### src/rtl/tlvs_pkg.sv
`default_nettype none

package tlvs_pkg;

  // Largest region scanned; longer region_length values are clamped to it.
  localparam int unsigned MAX_HEADER_BYTES = 1024;
  localparam int unsigned POS_W            = 11;
  localparam logic [POS_W-1:0] POS_MAX     = '1;
  localparam logic [POS_W:0]   TAG_HDR_LEN = (POS_W+1)'(4);

  // Configuration register indexes
  localparam logic [1:0] CFG_SEARCH_TYPE   = 2'd0;
  localparam logic [1:0] CFG_REGION_LENGTH = 2'd1;
  localparam logic [1:0] CFG_PADDING_BYTE  = 2'd2;
  localparam logic [1:0] CFG_START_ODD     = 2'd3;

  typedef enum logic [1:0] {
    STATUS_FOUND   = 2'd0,
    STATUS_END     = 2'd1,
    STATUS_NO_ROOM = 2'd2,
    STATUS_OVERRUN = 2'd3
  } status_t;

  typedef enum logic [1:0] {
    PH_SEEK    = 2'd0,
    PH_TYPE_LO = 2'd1,
    PH_TYPE_HI = 2'd2,
    PH_LEN_LO  = 2'd3
  } phase_t;

  typedef struct packed {
    logic [15:0]      search_type;
    logic [10:0]      region_length;
    logic [7:0]       padding_byte;
    logic             start_odd;
  } cfg_t;

  typedef struct packed {
    logic [POS_W-1:0] byte_pos;
    logic [POS_W-1:0] tag_pos;
    logic [7:0]       win0;
    logic [7:0]       win1;
    logic [7:0]       win2;
    phase_t           phase;
    logic             done;
  } parse_state_t;

  typedef struct packed {
    status_t          status;
    logic [9:0]       field_length;
    logic [10:0]      data_offset;
  } result_t;

endpackage

`default_nettype wire

### src/rtl/tlvs_step.sv
`default_nettype none

// One byte step of the field parser: next state and an optional result.
module tlvs_step
  import tlvs_pkg::*;
(
  input  wire parse_state_t st,
  input  wire cfg_t         cfg,
  input  wire [7:0]         data_byte,
  input  wire               first_byte,
  output parse_state_t      st_next,
  output logic              res_valid,
  output result_t           res
);

  parse_state_t     cur;
  logic [POS_W-1:0] lim;
  logic [POS_W-1:0] b;
  logic [POS_W-1:0] bp_inc;
  logic             short_region;
  logic             active;
  logic             at_tag;
  logic             noroom_cur;
  logic [POS_W-1:0] tag_pad;
  logic             noroom_pad;
  logic             end_mark;
  logic             pad_step;
  logic [15:0]      len16;
  logic [17:0]      span;
  logic             overrun;
  logic             match;
  logic [POS_W-1:0] tag_skip;
  logic             noroom_skip;
  phase_t           phase_next;

  always_comb begin
    if (first_byte) begin
      cur = '0;
      cur.phase = PH_SEEK;
    end else begin
      cur = st;
    end
  end

  assign lim = (cfg.region_length > POS_W'(MAX_HEADER_BYTES)) ?
               POS_W'(MAX_HEADER_BYTES) : cfg.region_length;

  assign b            = cur.byte_pos;
  assign bp_inc       = (b != POS_MAX) ? b + POS_W'(1) : b;
  assign short_region = first_byte && ({1'b0, lim} < TAG_HDR_LEN);
  assign active       = !cur.done && (b < lim);
  assign at_tag       = (b == cur.tag_pos);
  assign noroom_cur   = ({1'b0, cur.tag_pos} + TAG_HDR_LEN) > {1'b0, lim};

  assign tag_pad      = cur.tag_pos + POS_W'(1);
  assign noroom_pad   = ({1'b0, tag_pad} + TAG_HDR_LEN) > {1'b0, lim};
  assign end_mark     = ({data_byte, cur.win0} == 16'd0);
  assign pad_step     = (cur.win0 == cfg.padding_byte) || (cur.tag_pos[0] ^ cfg.start_odd);

  assign len16        = {data_byte, cur.win2};
  assign span         = 18'(cur.tag_pos) + 18'(TAG_HDR_LEN) + 18'(len16);
  assign overrun      = span > 18'(lim);
  assign match        = ({cur.win1, cur.win0} == cfg.search_type);
  assign tag_skip     = span[POS_W-1:0];
  assign noroom_skip  = ({1'b0, tag_skip} + TAG_HDR_LEN) > {1'b0, lim};

  // Phase sequencing
  always_comb begin
    phase_next = cur.phase;
    if (!short_region && active) begin
      case (cur.phase)
        PH_SEEK:    if (at_tag && !noroom_cur) phase_next = PH_TYPE_LO;
        PH_TYPE_LO: if (!end_mark && !pad_step) phase_next = PH_TYPE_HI;
        PH_TYPE_HI: phase_next = PH_LEN_LO;
        PH_LEN_LO:  if (!overrun && !match) phase_next = PH_SEEK;
        default:    phase_next = PH_SEEK;
      endcase
    end
  end

  // Window, positions and result
  always_comb begin
    st_next            = cur;
    st_next.byte_pos   = bp_inc;
    res_valid          = 1'b0;
    res.status         = STATUS_FOUND;
    res.field_length   = '0;
    res.data_offset    = '0;
    if (short_region) begin
      st_next.byte_pos = cur.byte_pos;
      res_valid        = 1'b1;
      res.status       = STATUS_NO_ROOM;
    end else if (active) begin
      case (cur.phase)
        PH_SEEK: begin
          if (at_tag) begin
            if (noroom_cur) begin
              res_valid  = 1'b1;
              res.status = STATUS_NO_ROOM;
            end else begin
              st_next.win0 = data_byte;
            end
          end
        end
        PH_TYPE_LO: begin
          if (end_mark) begin
            res_valid  = 1'b1;
            res.status = STATUS_END;
          end else if (pad_step) begin
            st_next.tag_pos = tag_pad;
            st_next.win0    = data_byte;
            if (noroom_pad) begin
              res_valid  = 1'b1;
              res.status = STATUS_NO_ROOM;
            end
          end else begin
            st_next.win1 = data_byte;
          end
        end
        PH_TYPE_HI: begin
          st_next.win2 = data_byte;
        end
        PH_LEN_LO: begin
          if (overrun) begin
            res_valid  = 1'b1;
            res.status = STATUS_OVERRUN;
          end else if (match) begin
            res_valid        = 1'b1;
            res.status       = STATUS_FOUND;
            res.field_length = len16[9:0];
            res.data_offset  = cur.tag_pos + POS_W'(4);
          end else begin
            st_next.tag_pos = tag_skip;
            if (noroom_skip) begin
              res_valid  = 1'b1;
              res.status = STATUS_NO_ROOM;
            end
          end
        end
        default: begin
          res_valid = 1'b0;
        end
      endcase
    end
    if (res_valid) begin
      st_next.done = 1'b1;
    end
    st_next.phase = phase_next;
  end

endmodule

`default_nettype wire

### src/rtl/tlv_header_field_search_top.sv
// Type-length-value field search over a streamed header region.
//
// Input channel (in_valid/in_ready): one header byte per beat, in address
// order. first_byte marks offset 0 of a new region and restarts the parser.
// Output channel (out_valid/out_ready): at most one result beat per region,
// carrying status, field_length and data_offset.
// Config port (cfg_we/cfg_index/cfg_data): writes the register that cfg_index selects;
// write only while no beat is in flight.
//
// Throughput: one byte per cycle, sustained while no result is stalled. A byte is taken
// into the input register, and the parse step (a few compares and an 18-bit sum) runs
// between that register and the result register, so a result is loaded into the result
// register when its byte advances out of the input register.
// Reset clears the parser to offset 0, empties both registers and loads the
// register defaults (type 1, length 248, padding 0xFF, even start).
// When the receiver stalls, the result holds in its register; one more byte
// waits in the input register and then in_ready drops until the result leaves.
`default_nettype none

module tlv_header_field_search_top
  import tlvs_pkg::*;
(
  input  wire         clk,
  input  wire         rst,
  input  wire         in_valid,
  output logic        in_ready,
  input  wire  [7:0]  data_byte,
  input  wire         first_byte,
  output logic        out_valid,
  input  wire         out_ready,
  output logic [1:0]  status,
  output logic [9:0]  field_length,
  output logic [10:0] data_offset,
  input  wire         cfg_we,
  input  wire  [1:0]  cfg_index,
  input  wire  [15:0] cfg_data
);

  cfg_t         cfg;
  parse_state_t pstate;
  parse_state_t pstate_next;
  logic         stg_valid;
  logic [7:0]   stg_byte;
  logic         stg_first;
  logic         stg_adv;
  logic         res_valid;
  result_t      res;
  result_t      out_res;

  // Configuration registers
  always_ff @(posedge clk) begin
    if (rst) begin
      cfg.search_type   <= 16'd1;
      cfg.region_length <= 11'd248;
      cfg.padding_byte  <= 8'hFF;
      cfg.start_odd     <= 1'b0;
    end else if (cfg_we) begin
      case (cfg_index)
        CFG_SEARCH_TYPE:   cfg.search_type   <= cfg_data;
        CFG_REGION_LENGTH: cfg.region_length <= cfg_data[10:0];
        CFG_PADDING_BYTE:  cfg.padding_byte  <= cfg_data[7:0];
        CFG_START_ODD:     cfg.start_odd     <= cfg_data[0];
        default:           cfg.start_odd     <= cfg.start_odd;
      endcase
    end
  end

  // Advance the input register whenever the result slot is free
  assign stg_adv  = stg_valid && (!out_valid || out_ready);
  assign in_ready = !stg_valid || stg_adv;

  always_ff @(posedge clk) begin
    if (rst) begin
      stg_valid <= 1'b0;
    end else if (in_ready) begin
      stg_valid <= in_valid;
    end
  end

  always_ff @(posedge clk) begin
    if (in_valid && in_ready) begin
      stg_byte  <= data_byte;
      stg_first <= first_byte;
    end
  end

  tlvs_step u_step (
    .st         (pstate),
    .cfg        (cfg),
    .data_byte  (stg_byte),
    .first_byte (stg_first),
    .st_next    (pstate_next),
    .res_valid  (res_valid),
    .res        (res)
  );

  // Parser state: commit one step per consumed beat; all-zero is offset 0,
  // seeking a tag
  always_ff @(posedge clk) begin
    if (rst) begin
      pstate <= '0;
    end else if (stg_adv) begin
      pstate <= pstate_next;
    end
  end

  // Result register: drop on handoff, load when a step decides the region
  always_ff @(posedge clk) begin
    if (rst) begin
      out_valid <= 1'b0;
    end else if (stg_adv && res_valid) begin
      out_valid <= 1'b1;
    end else if (out_ready) begin
      out_valid <= 1'b0;
    end
  end

  always_ff @(posedge clk) begin
    if (stg_adv && res_valid) begin
      out_res <= res;
    end
  end

  assign status       = out_res.status;
  assign field_length = out_res.field_length;
  assign data_offset  = out_res.data_offset;

endmodule

`default_nettype wire

### config.mk
export PLATFORM = sky130hd
export DESIGN_NAME = tlv_header_field_search_top
export DESIGN_NICKNAME = d
export VERILOG_FILES = /design/src/rtl/tlvs_pkg.sv /design/src/rtl/tlvs_step.sv /design/src/rtl/tlv_header_field_search_top.sv
export SDC_FILE = /design/constraint.sdc
export NUM_CORES = 1
export LEC_CHECK = 0
export BUFFER_PORTS_ARGS = -buffer_cell sky130_fd_sc_hd__buf_2
export CAP_MARGIN = 30
export CORE_ASPECT_RATIO = 0.9
export CORE_MARGIN = 2
export CORE_UTILIZATION = 40
export CTS_CLUSTER_SIZE = 28
export DETAILED_ROUTE_END_ITERATION = 8
export SLEW_MARGIN = 20
export SYNTH_ARGS = -nofsm -noshare
export SYNTH_HDL_FRONTEND = slang
export SYNTH_SLANG_ARGS = --single-unit
### constraint.sdc
create_clock -name clk -period 9.7 [get_ports clk]
set_clock_uncertainty 0.05 [all_clocks]
set_input_delay 0.97 -clock clk [delete_from_list [all_inputs] [get_ports clk]]
set_output_delay 0.97 -clock clk [all_outputs]
set_load 0.02 [all_outputs]
[Word-level counts from Yosys, hierarchy flattened]
Cells that the tools add are included.
Storage, ports and cells
  output and inout bits: 25
  input port bits: 32
  bits in registers: 119
  logic and storage cells: 128
Cells by class
  add/subtract/negate cells: 8
  mux-type cells: 49
  bitwise logic cells: 4
  reduce and logical (&&, ||, !) cells: 31
  $lt $le $gt $ge: 7
  equal/unequal tests: 10
Operator list (number)
  35-bit 2-to-1 mux: 2
  21-bit 2-to-1 mux: 3
  11-bit 2-to-1 mux: 5
  49-bit 2-to-1 mux: 1
  11-bit by 3-bit adder with 12-bit output (second input constant): 4
  8-bit 2-to-1 mux: 5
  12-bit by 11-bit greater-than comparator with 1-bit output: 3
  27-bit 2-to-1 mux: 1
  2-bit 2-to-1 mux: 12
  23-bit 2-to-1 mux: 1
  11-bit by 1-bit adder with 11-bit output (second input constant): 2
  11-bit one-hot mux with 2 select lines: 1
  19-bit 2-to-1 mux: 1
  18-bit by 16-bit adder with 18-bit output: 1
  18-bit by 11-bit greater-than comparator with 1-bit output: 1
  16-bit == test: 1
  16-bit logical NOT: 1
  8-bit one-hot mux with 2 select lines: 1
  1-bit 2-to-1 mux: 13
  11-bit by 3-bit adder with 11-bit output (second input constant): 1
  11-bit == test: 1
  11-bit greater-than comparator (second input constant): 1
  11-bit less-than comparator: 1
  11-bit by 3-bit less-than comparator with 1-bit output (second input constant): 1
  other kinds (17): 45

[Depth between registers and ports, before layout]
  word-level depth: 13
  depth in mapped cells: 29

[Modules after synthesis]
Synthesis repeated with hierarchy kept, for this count alone.
Second synthesis, totals
  cells, all modules: 1147
  area total of the unflattened synthesis: 9698.1 um2
Modules (own cells, without submodules)
  tlvs_step: area each 5163.7 um2, sequential area each 0.0 um2, cells each 730, instances 1
  tlv_header_field_search_top: area each 4534.3 um2, sequential area each 2702.6 um2, cells each 417, instances 1

[Worst setup path after synthesis]
OpenSTA, ideal clock, no wires.
  path type: register to register
  start point: register stg_first
  end point: register out_res, in the netlist data_offset[0] (enable)
  stages on the path, launching flop included: 26
  data arrival time: 6687 ps
  setup slack: 2600 ps
  setup time: 363 ps
  path buffers: 6
  path through: edfxtp_1 > buf_2 > clkbuf_1 > clkbuf_1 > clkbuf_1 > buf_1 > clkbuf_1 > nor2b_1 > ha_1 > nand3_1 > xnor2_1 > nor2_1 > ha_1 > inv_1 > o41ai_1 > xor2_1 > ha_1 > or3_1 > o31ai_1 > o311ai_0 > a31oi_1 > a2111oi_2 > nor4_4 > a31oi_1 > o41ai_1 > inv_1
Between the ends
  word-level cells in the longest chain between the ends: 12
  elaborated cells between the ends (all ways): 36
RTL lines
  from (decl): line tlv_header_field_search_top.sv:44  | logic stg_first;
  from (signal assigned): line tlv_header_field_search_top.sv:83  | stg_first <= first_byte;
  49-bit 2-to-1 mux: line tlvs_step.sv:37  | if (first_byte) begin
  11-bit by 3-bit adder with 12-bit output: line tlvs_step.sv:53, tlvs_step.sv:61
  18-bit by 16-bit adder with 18-bit output: line tlvs_step.sv:61  | assign span = 18'(cur.tag_pos) + 18'(TAG_HDR_LEN) + 18'(len16);
  11-bit by 3-bit adder with 12-bit output: line tlvs_step.sv:65  | assign noroom_skip = ({1'b0, tag_skip} + TAG_HDR_LEN) > {1'b0, lim};
  12-bit by 11-bit greater-than comparator with 1-bit output: line tlvs_step.sv:65
  1-bit 2-to-1 mux: line tlvs_step.sv:134  | if (noroom_skip) begin
  1-bit 2-to-1 mux: line tlvs_step.sv:127  | end else if (match) begin
  1-bit 2-to-1 mux: line tlvs_step.sv:124  | if (overrun) begin
  1-bit one-hot mux with 3 select lines: line tlvs_step.sv:94  | case (cur.phase)
  1-bit 2-to-1 mux: line tlvs_step.sv:93  | end else if (active) begin
  1-bit 2-to-1 mux (*): line tlvs_step.sv:89  | if (short_region) begin
  1-bit logical AND (*): line tlv_header_field_search_top.sv:119  | if (stg_adv && res_valid) begin
  to (signal assigned): line tlv_header_field_search_top.sv:120  | out_res <= res;
  to (decl): line tlv_header_field_search_top.sv:48  | result_t out_res;
Mark *: on every way between the ends. The rest lies on a longest branch, timed or not.
A chain may end at the register's enable or synchronous reset.

[Final worst setup path]
  start point: register pstate[29] in the netlist's numbering
  end point: register out_res, in the netlist data_offset[1] (enable)
Between the ends
  word-level cells in the longest chain between the ends: 12
  elaborated cells between the ends (all ways): 24
RTL lines
  from (decl): line tlv_header_field_search_top.sv:40  | parse_state_t pstate;
  from (signal assigned): line tlv_header_field_search_top.sv:103  | pstate <= pstate_next;
  49-bit 2-to-1 mux (*): line tlvs_step.sv:37
  11-bit by 3-bit adder with 12-bit output: line tlvs_step.sv:53, tlvs_step.sv:61
  18-bit by 16-bit adder with 18-bit output: line tlvs_step.sv:61
  11-bit by 3-bit adder with 12-bit output: line tlvs_step.sv:65
  12-bit by 11-bit greater-than comparator with 1-bit output: line tlvs_step.sv:65
  1-bit 2-to-1 mux: line tlvs_step.sv:134
  1-bit 2-to-1 mux: line tlvs_step.sv:127
  1-bit 2-to-1 mux: line tlvs_step.sv:124
  1-bit one-hot mux with 3 select lines (*): line tlvs_step.sv:94
  1-bit 2-to-1 mux (*): line tlvs_step.sv:93
  1-bit 2-to-1 mux (*): line tlvs_step.sv:89
  1-bit logical AND (*): line tlv_header_field_search_top.sv:119
Marks and branches as above.

==> impl_metrics.ini <==
[detailed_routing]
dr.pass1.iters = 7
drtIter0Drc = 855
ant_nets = 0
vias = 8362
avgRoutedWirePerCell_um = 20.9
drt_wl_total_um = 29300
drc = 0
via_per_inst = 5.95

[floorplanning]
start_util = 0.409
chipWidth_um = 161
fp.coreArea_mm2 = 0.0217
ios = 57
die_height_um = 145
dieArea_mm2 = 0.0234
rows = 51

[setup_path]
crit_path_max_fanout = 20
cp.required_ns = 9.82
crit_start = pstate[29]
reg2reg_from = pstate[29]
end_kind = flip-flop
path_class = reg2reg
rrSetupSlack_ns = 2.26
r2r_end = data_offset[1]
r2r_cells = 20
crit_arrival_ns = 7.57
cp-start-kind = flip-flop

[global_routing]
grt_pass1_vias = 7621
grt_pass1_wl_um = 44800
grt_usage = 0.248
antenna_found_initial = 0
grt_overflow = 0
grt_max_degree = 82

[min_path]
hold_path.class = reg2reg
hp-start = cfg[9]
min_path_cells = 2
hold_end = cfg[9]

[final_layout]
fin_cells = 1405
diodes = 0
drive_above_1_share = 0.123
final_core_util = 0.455
syn2layout_area_growth_pct = 11.1
nets = 1200

[power_and_ir_drop]
ir_drop_uv = 133
powerDensity_mw_per_mm2 = 131
p_leak_uw = 0.00378

[timing]
rsz0062_at_grt = no
fin_ws_ns = 2.26
worstMarginPinSlew_ns = 0.894
finalHoldViolations = 0
timing.fmax_ghz = 0.134
slew_viol_final = 0
setup_tns_ns = 0
setup_violations = 0
relSlewSlack = 0.401
fin_crit_sh = 0.767
fin_hold_ws_ns = 0.411
finalCriticalPeriod_ns = 7.44

[logic_synthesis]
synth_edf_count = 32
synth-seq-cells = 119
synth_top_cell_by_area = dfxtp_1
synth.area.top_cells = dfxtp_1, edfxtp_1, ha_1
async_reset_ff_frac = 0
synth.top_cell.area_share = 0.196
yosysSeqAreaShare = 0.304
ys.flop_type = dfxtp_1
synth_nets = 1178
syn_area_mm2 = 0.00888
synth-warning-count = 0
yosysMostFrequentCell = nand2_1
syn_area_per_cell_um2 = 8.23
syn_inst = 1079
ys_types = 83
yosys-top-cells-count = nand2_1, nor2_1, dfxtp_1, a21oi_1, ha_1

[clocking]
cts_tree = done
root_buffer = clkbuf_16
cts.clk_slew.worst_paths_ns = 0.06
cts_buffer_depth = 2
cts_resized = 0
htreeDepth = 4
clk_latency_ns = 0.43
cts_buffers = 17
cts_hold_buffers = 0
cts_sinks = 119
post_cts_buffers = 0

[run_status]
status = complete, no violations

[place]
io_buffers = 56
hpwl_um = 21800
dp_cells = 1371
finalWeightedCongestion = 0.971
pre_cts_slack_ns = 2.15

[run]
cap_violations = 0
[how the worst max path moves through the flow]
stage                     end  slack, ns  cells past startpoint
2_1_floorplan  data_offset[0]       2.60                     25
6_report       data_offset[1]       2.26                     20
3_5_place_dp   data_offset[0]       2.15                     19
4_1_cts        data_offset[0]       2.14                     19
3_3_place_gp   data_offset[0]       2.50                     19
5_1_grt        data_offset[1]       1.78                     22
[cell families after synthesis]
family,Yosys count,synth area share
AOI/OAI and AO/OA,255,0.193
muxes,20,0.0239
buffers and inverters,89,0.0424
and+or+nand+nor,457,0.267
xor gates and xnor gates,72,0.0742
DFF,119,0.304
adders and majority gates,67,0.0952
[through the flow]
stage	cell area (um^2)	total power [uW]
after floorplan	8880	643
after global placement	9300	695
after detailed placement	9300	695
after CTS	9850	1300
after global routing	9870	1330
final	9870	1290
[area by class of cell]
type | instances | area [um^2]
repair buffers | 62 | 333
multi-input cells | 871 | 5810
clock inverters | 12 | 90.1
flip-flops and latches | 119 | 2700
inverters | 30 | 113
well taps | 291 | 364
clock buffers | 20 | 458
fillers | 2207 | 11800
[layer usage]
layer	global-route usage	part of all wire	vias up
met3	0.0439	0.067	51
met4	0.0875	0.033	0
met2	0.382	0.44	322
met1	0.350	0.46	3993
met5	0	0	-
li1	-	-	3996
[worst max-delay path, stage by stage (launching register included)]
cell and delay (ns):
dfxtp_1 0.54, nor2b_1 0.55, ha_1 0.31, nand3_1 0.16
xnor2_1 0.37, nor2_1 0.11, ha_1 0.34, inv_1 0.04
o41ai_1 0.78, xor2_1 0.31, ha_1 0.30, or3_1 0.39
o31ai_1 0.48, o311ai_0 0.23, a31oi_1 0.25, a2111oi_2 0.09
nor4_4 0.61, a31oi_1 0.19, o41ai_1 0.55, inv_1 0.28
buf_8 0.24
[state kept, by name, summed over array words and instances (netlist names)]
| name | count |
|---|---|
| pstate | 49 |
| cfg | 36 |
| data_offset | 11 |
| field_length | 10 |
| stg_byte | 8 |
| status | 2 |
| out_valid | 1 |
| stg_first | 1 |
| stg_valid | 1 |
[cell usage in the layout (no fill, tap or decap), types with 8 or more instances in the layout]
cell type	count
buf_2	56
edfxtp_1	32
nor4bb_1	10
clkbuf_16	18
inv_1	28
o21a_1	10
and2_1	8
nand4_1	24
o21ai_0	30
nand3_1	23
a21oi_1	73
nor2_1	105
o32ai_1	14
ha_1	66
nor4_1	8
nand3b_1	17
a21o_1	11
nor3b_2	8
mux2_2	10
nand2_1	143
nor3_1	27
a31oi_1	22
xor2_1	18
mux2i_1	10
a22oi_1	24
dfxtp_1	87
nor2b_1	37
xnor2_1	52
[where the power goes]
part	total, uW	switching, uW	internal (uW)
logic	141	91.3	49.4
clock network	602	257	345
registers	547	26.4	521
Note: power is estimated with default switching activity, not from simulation.
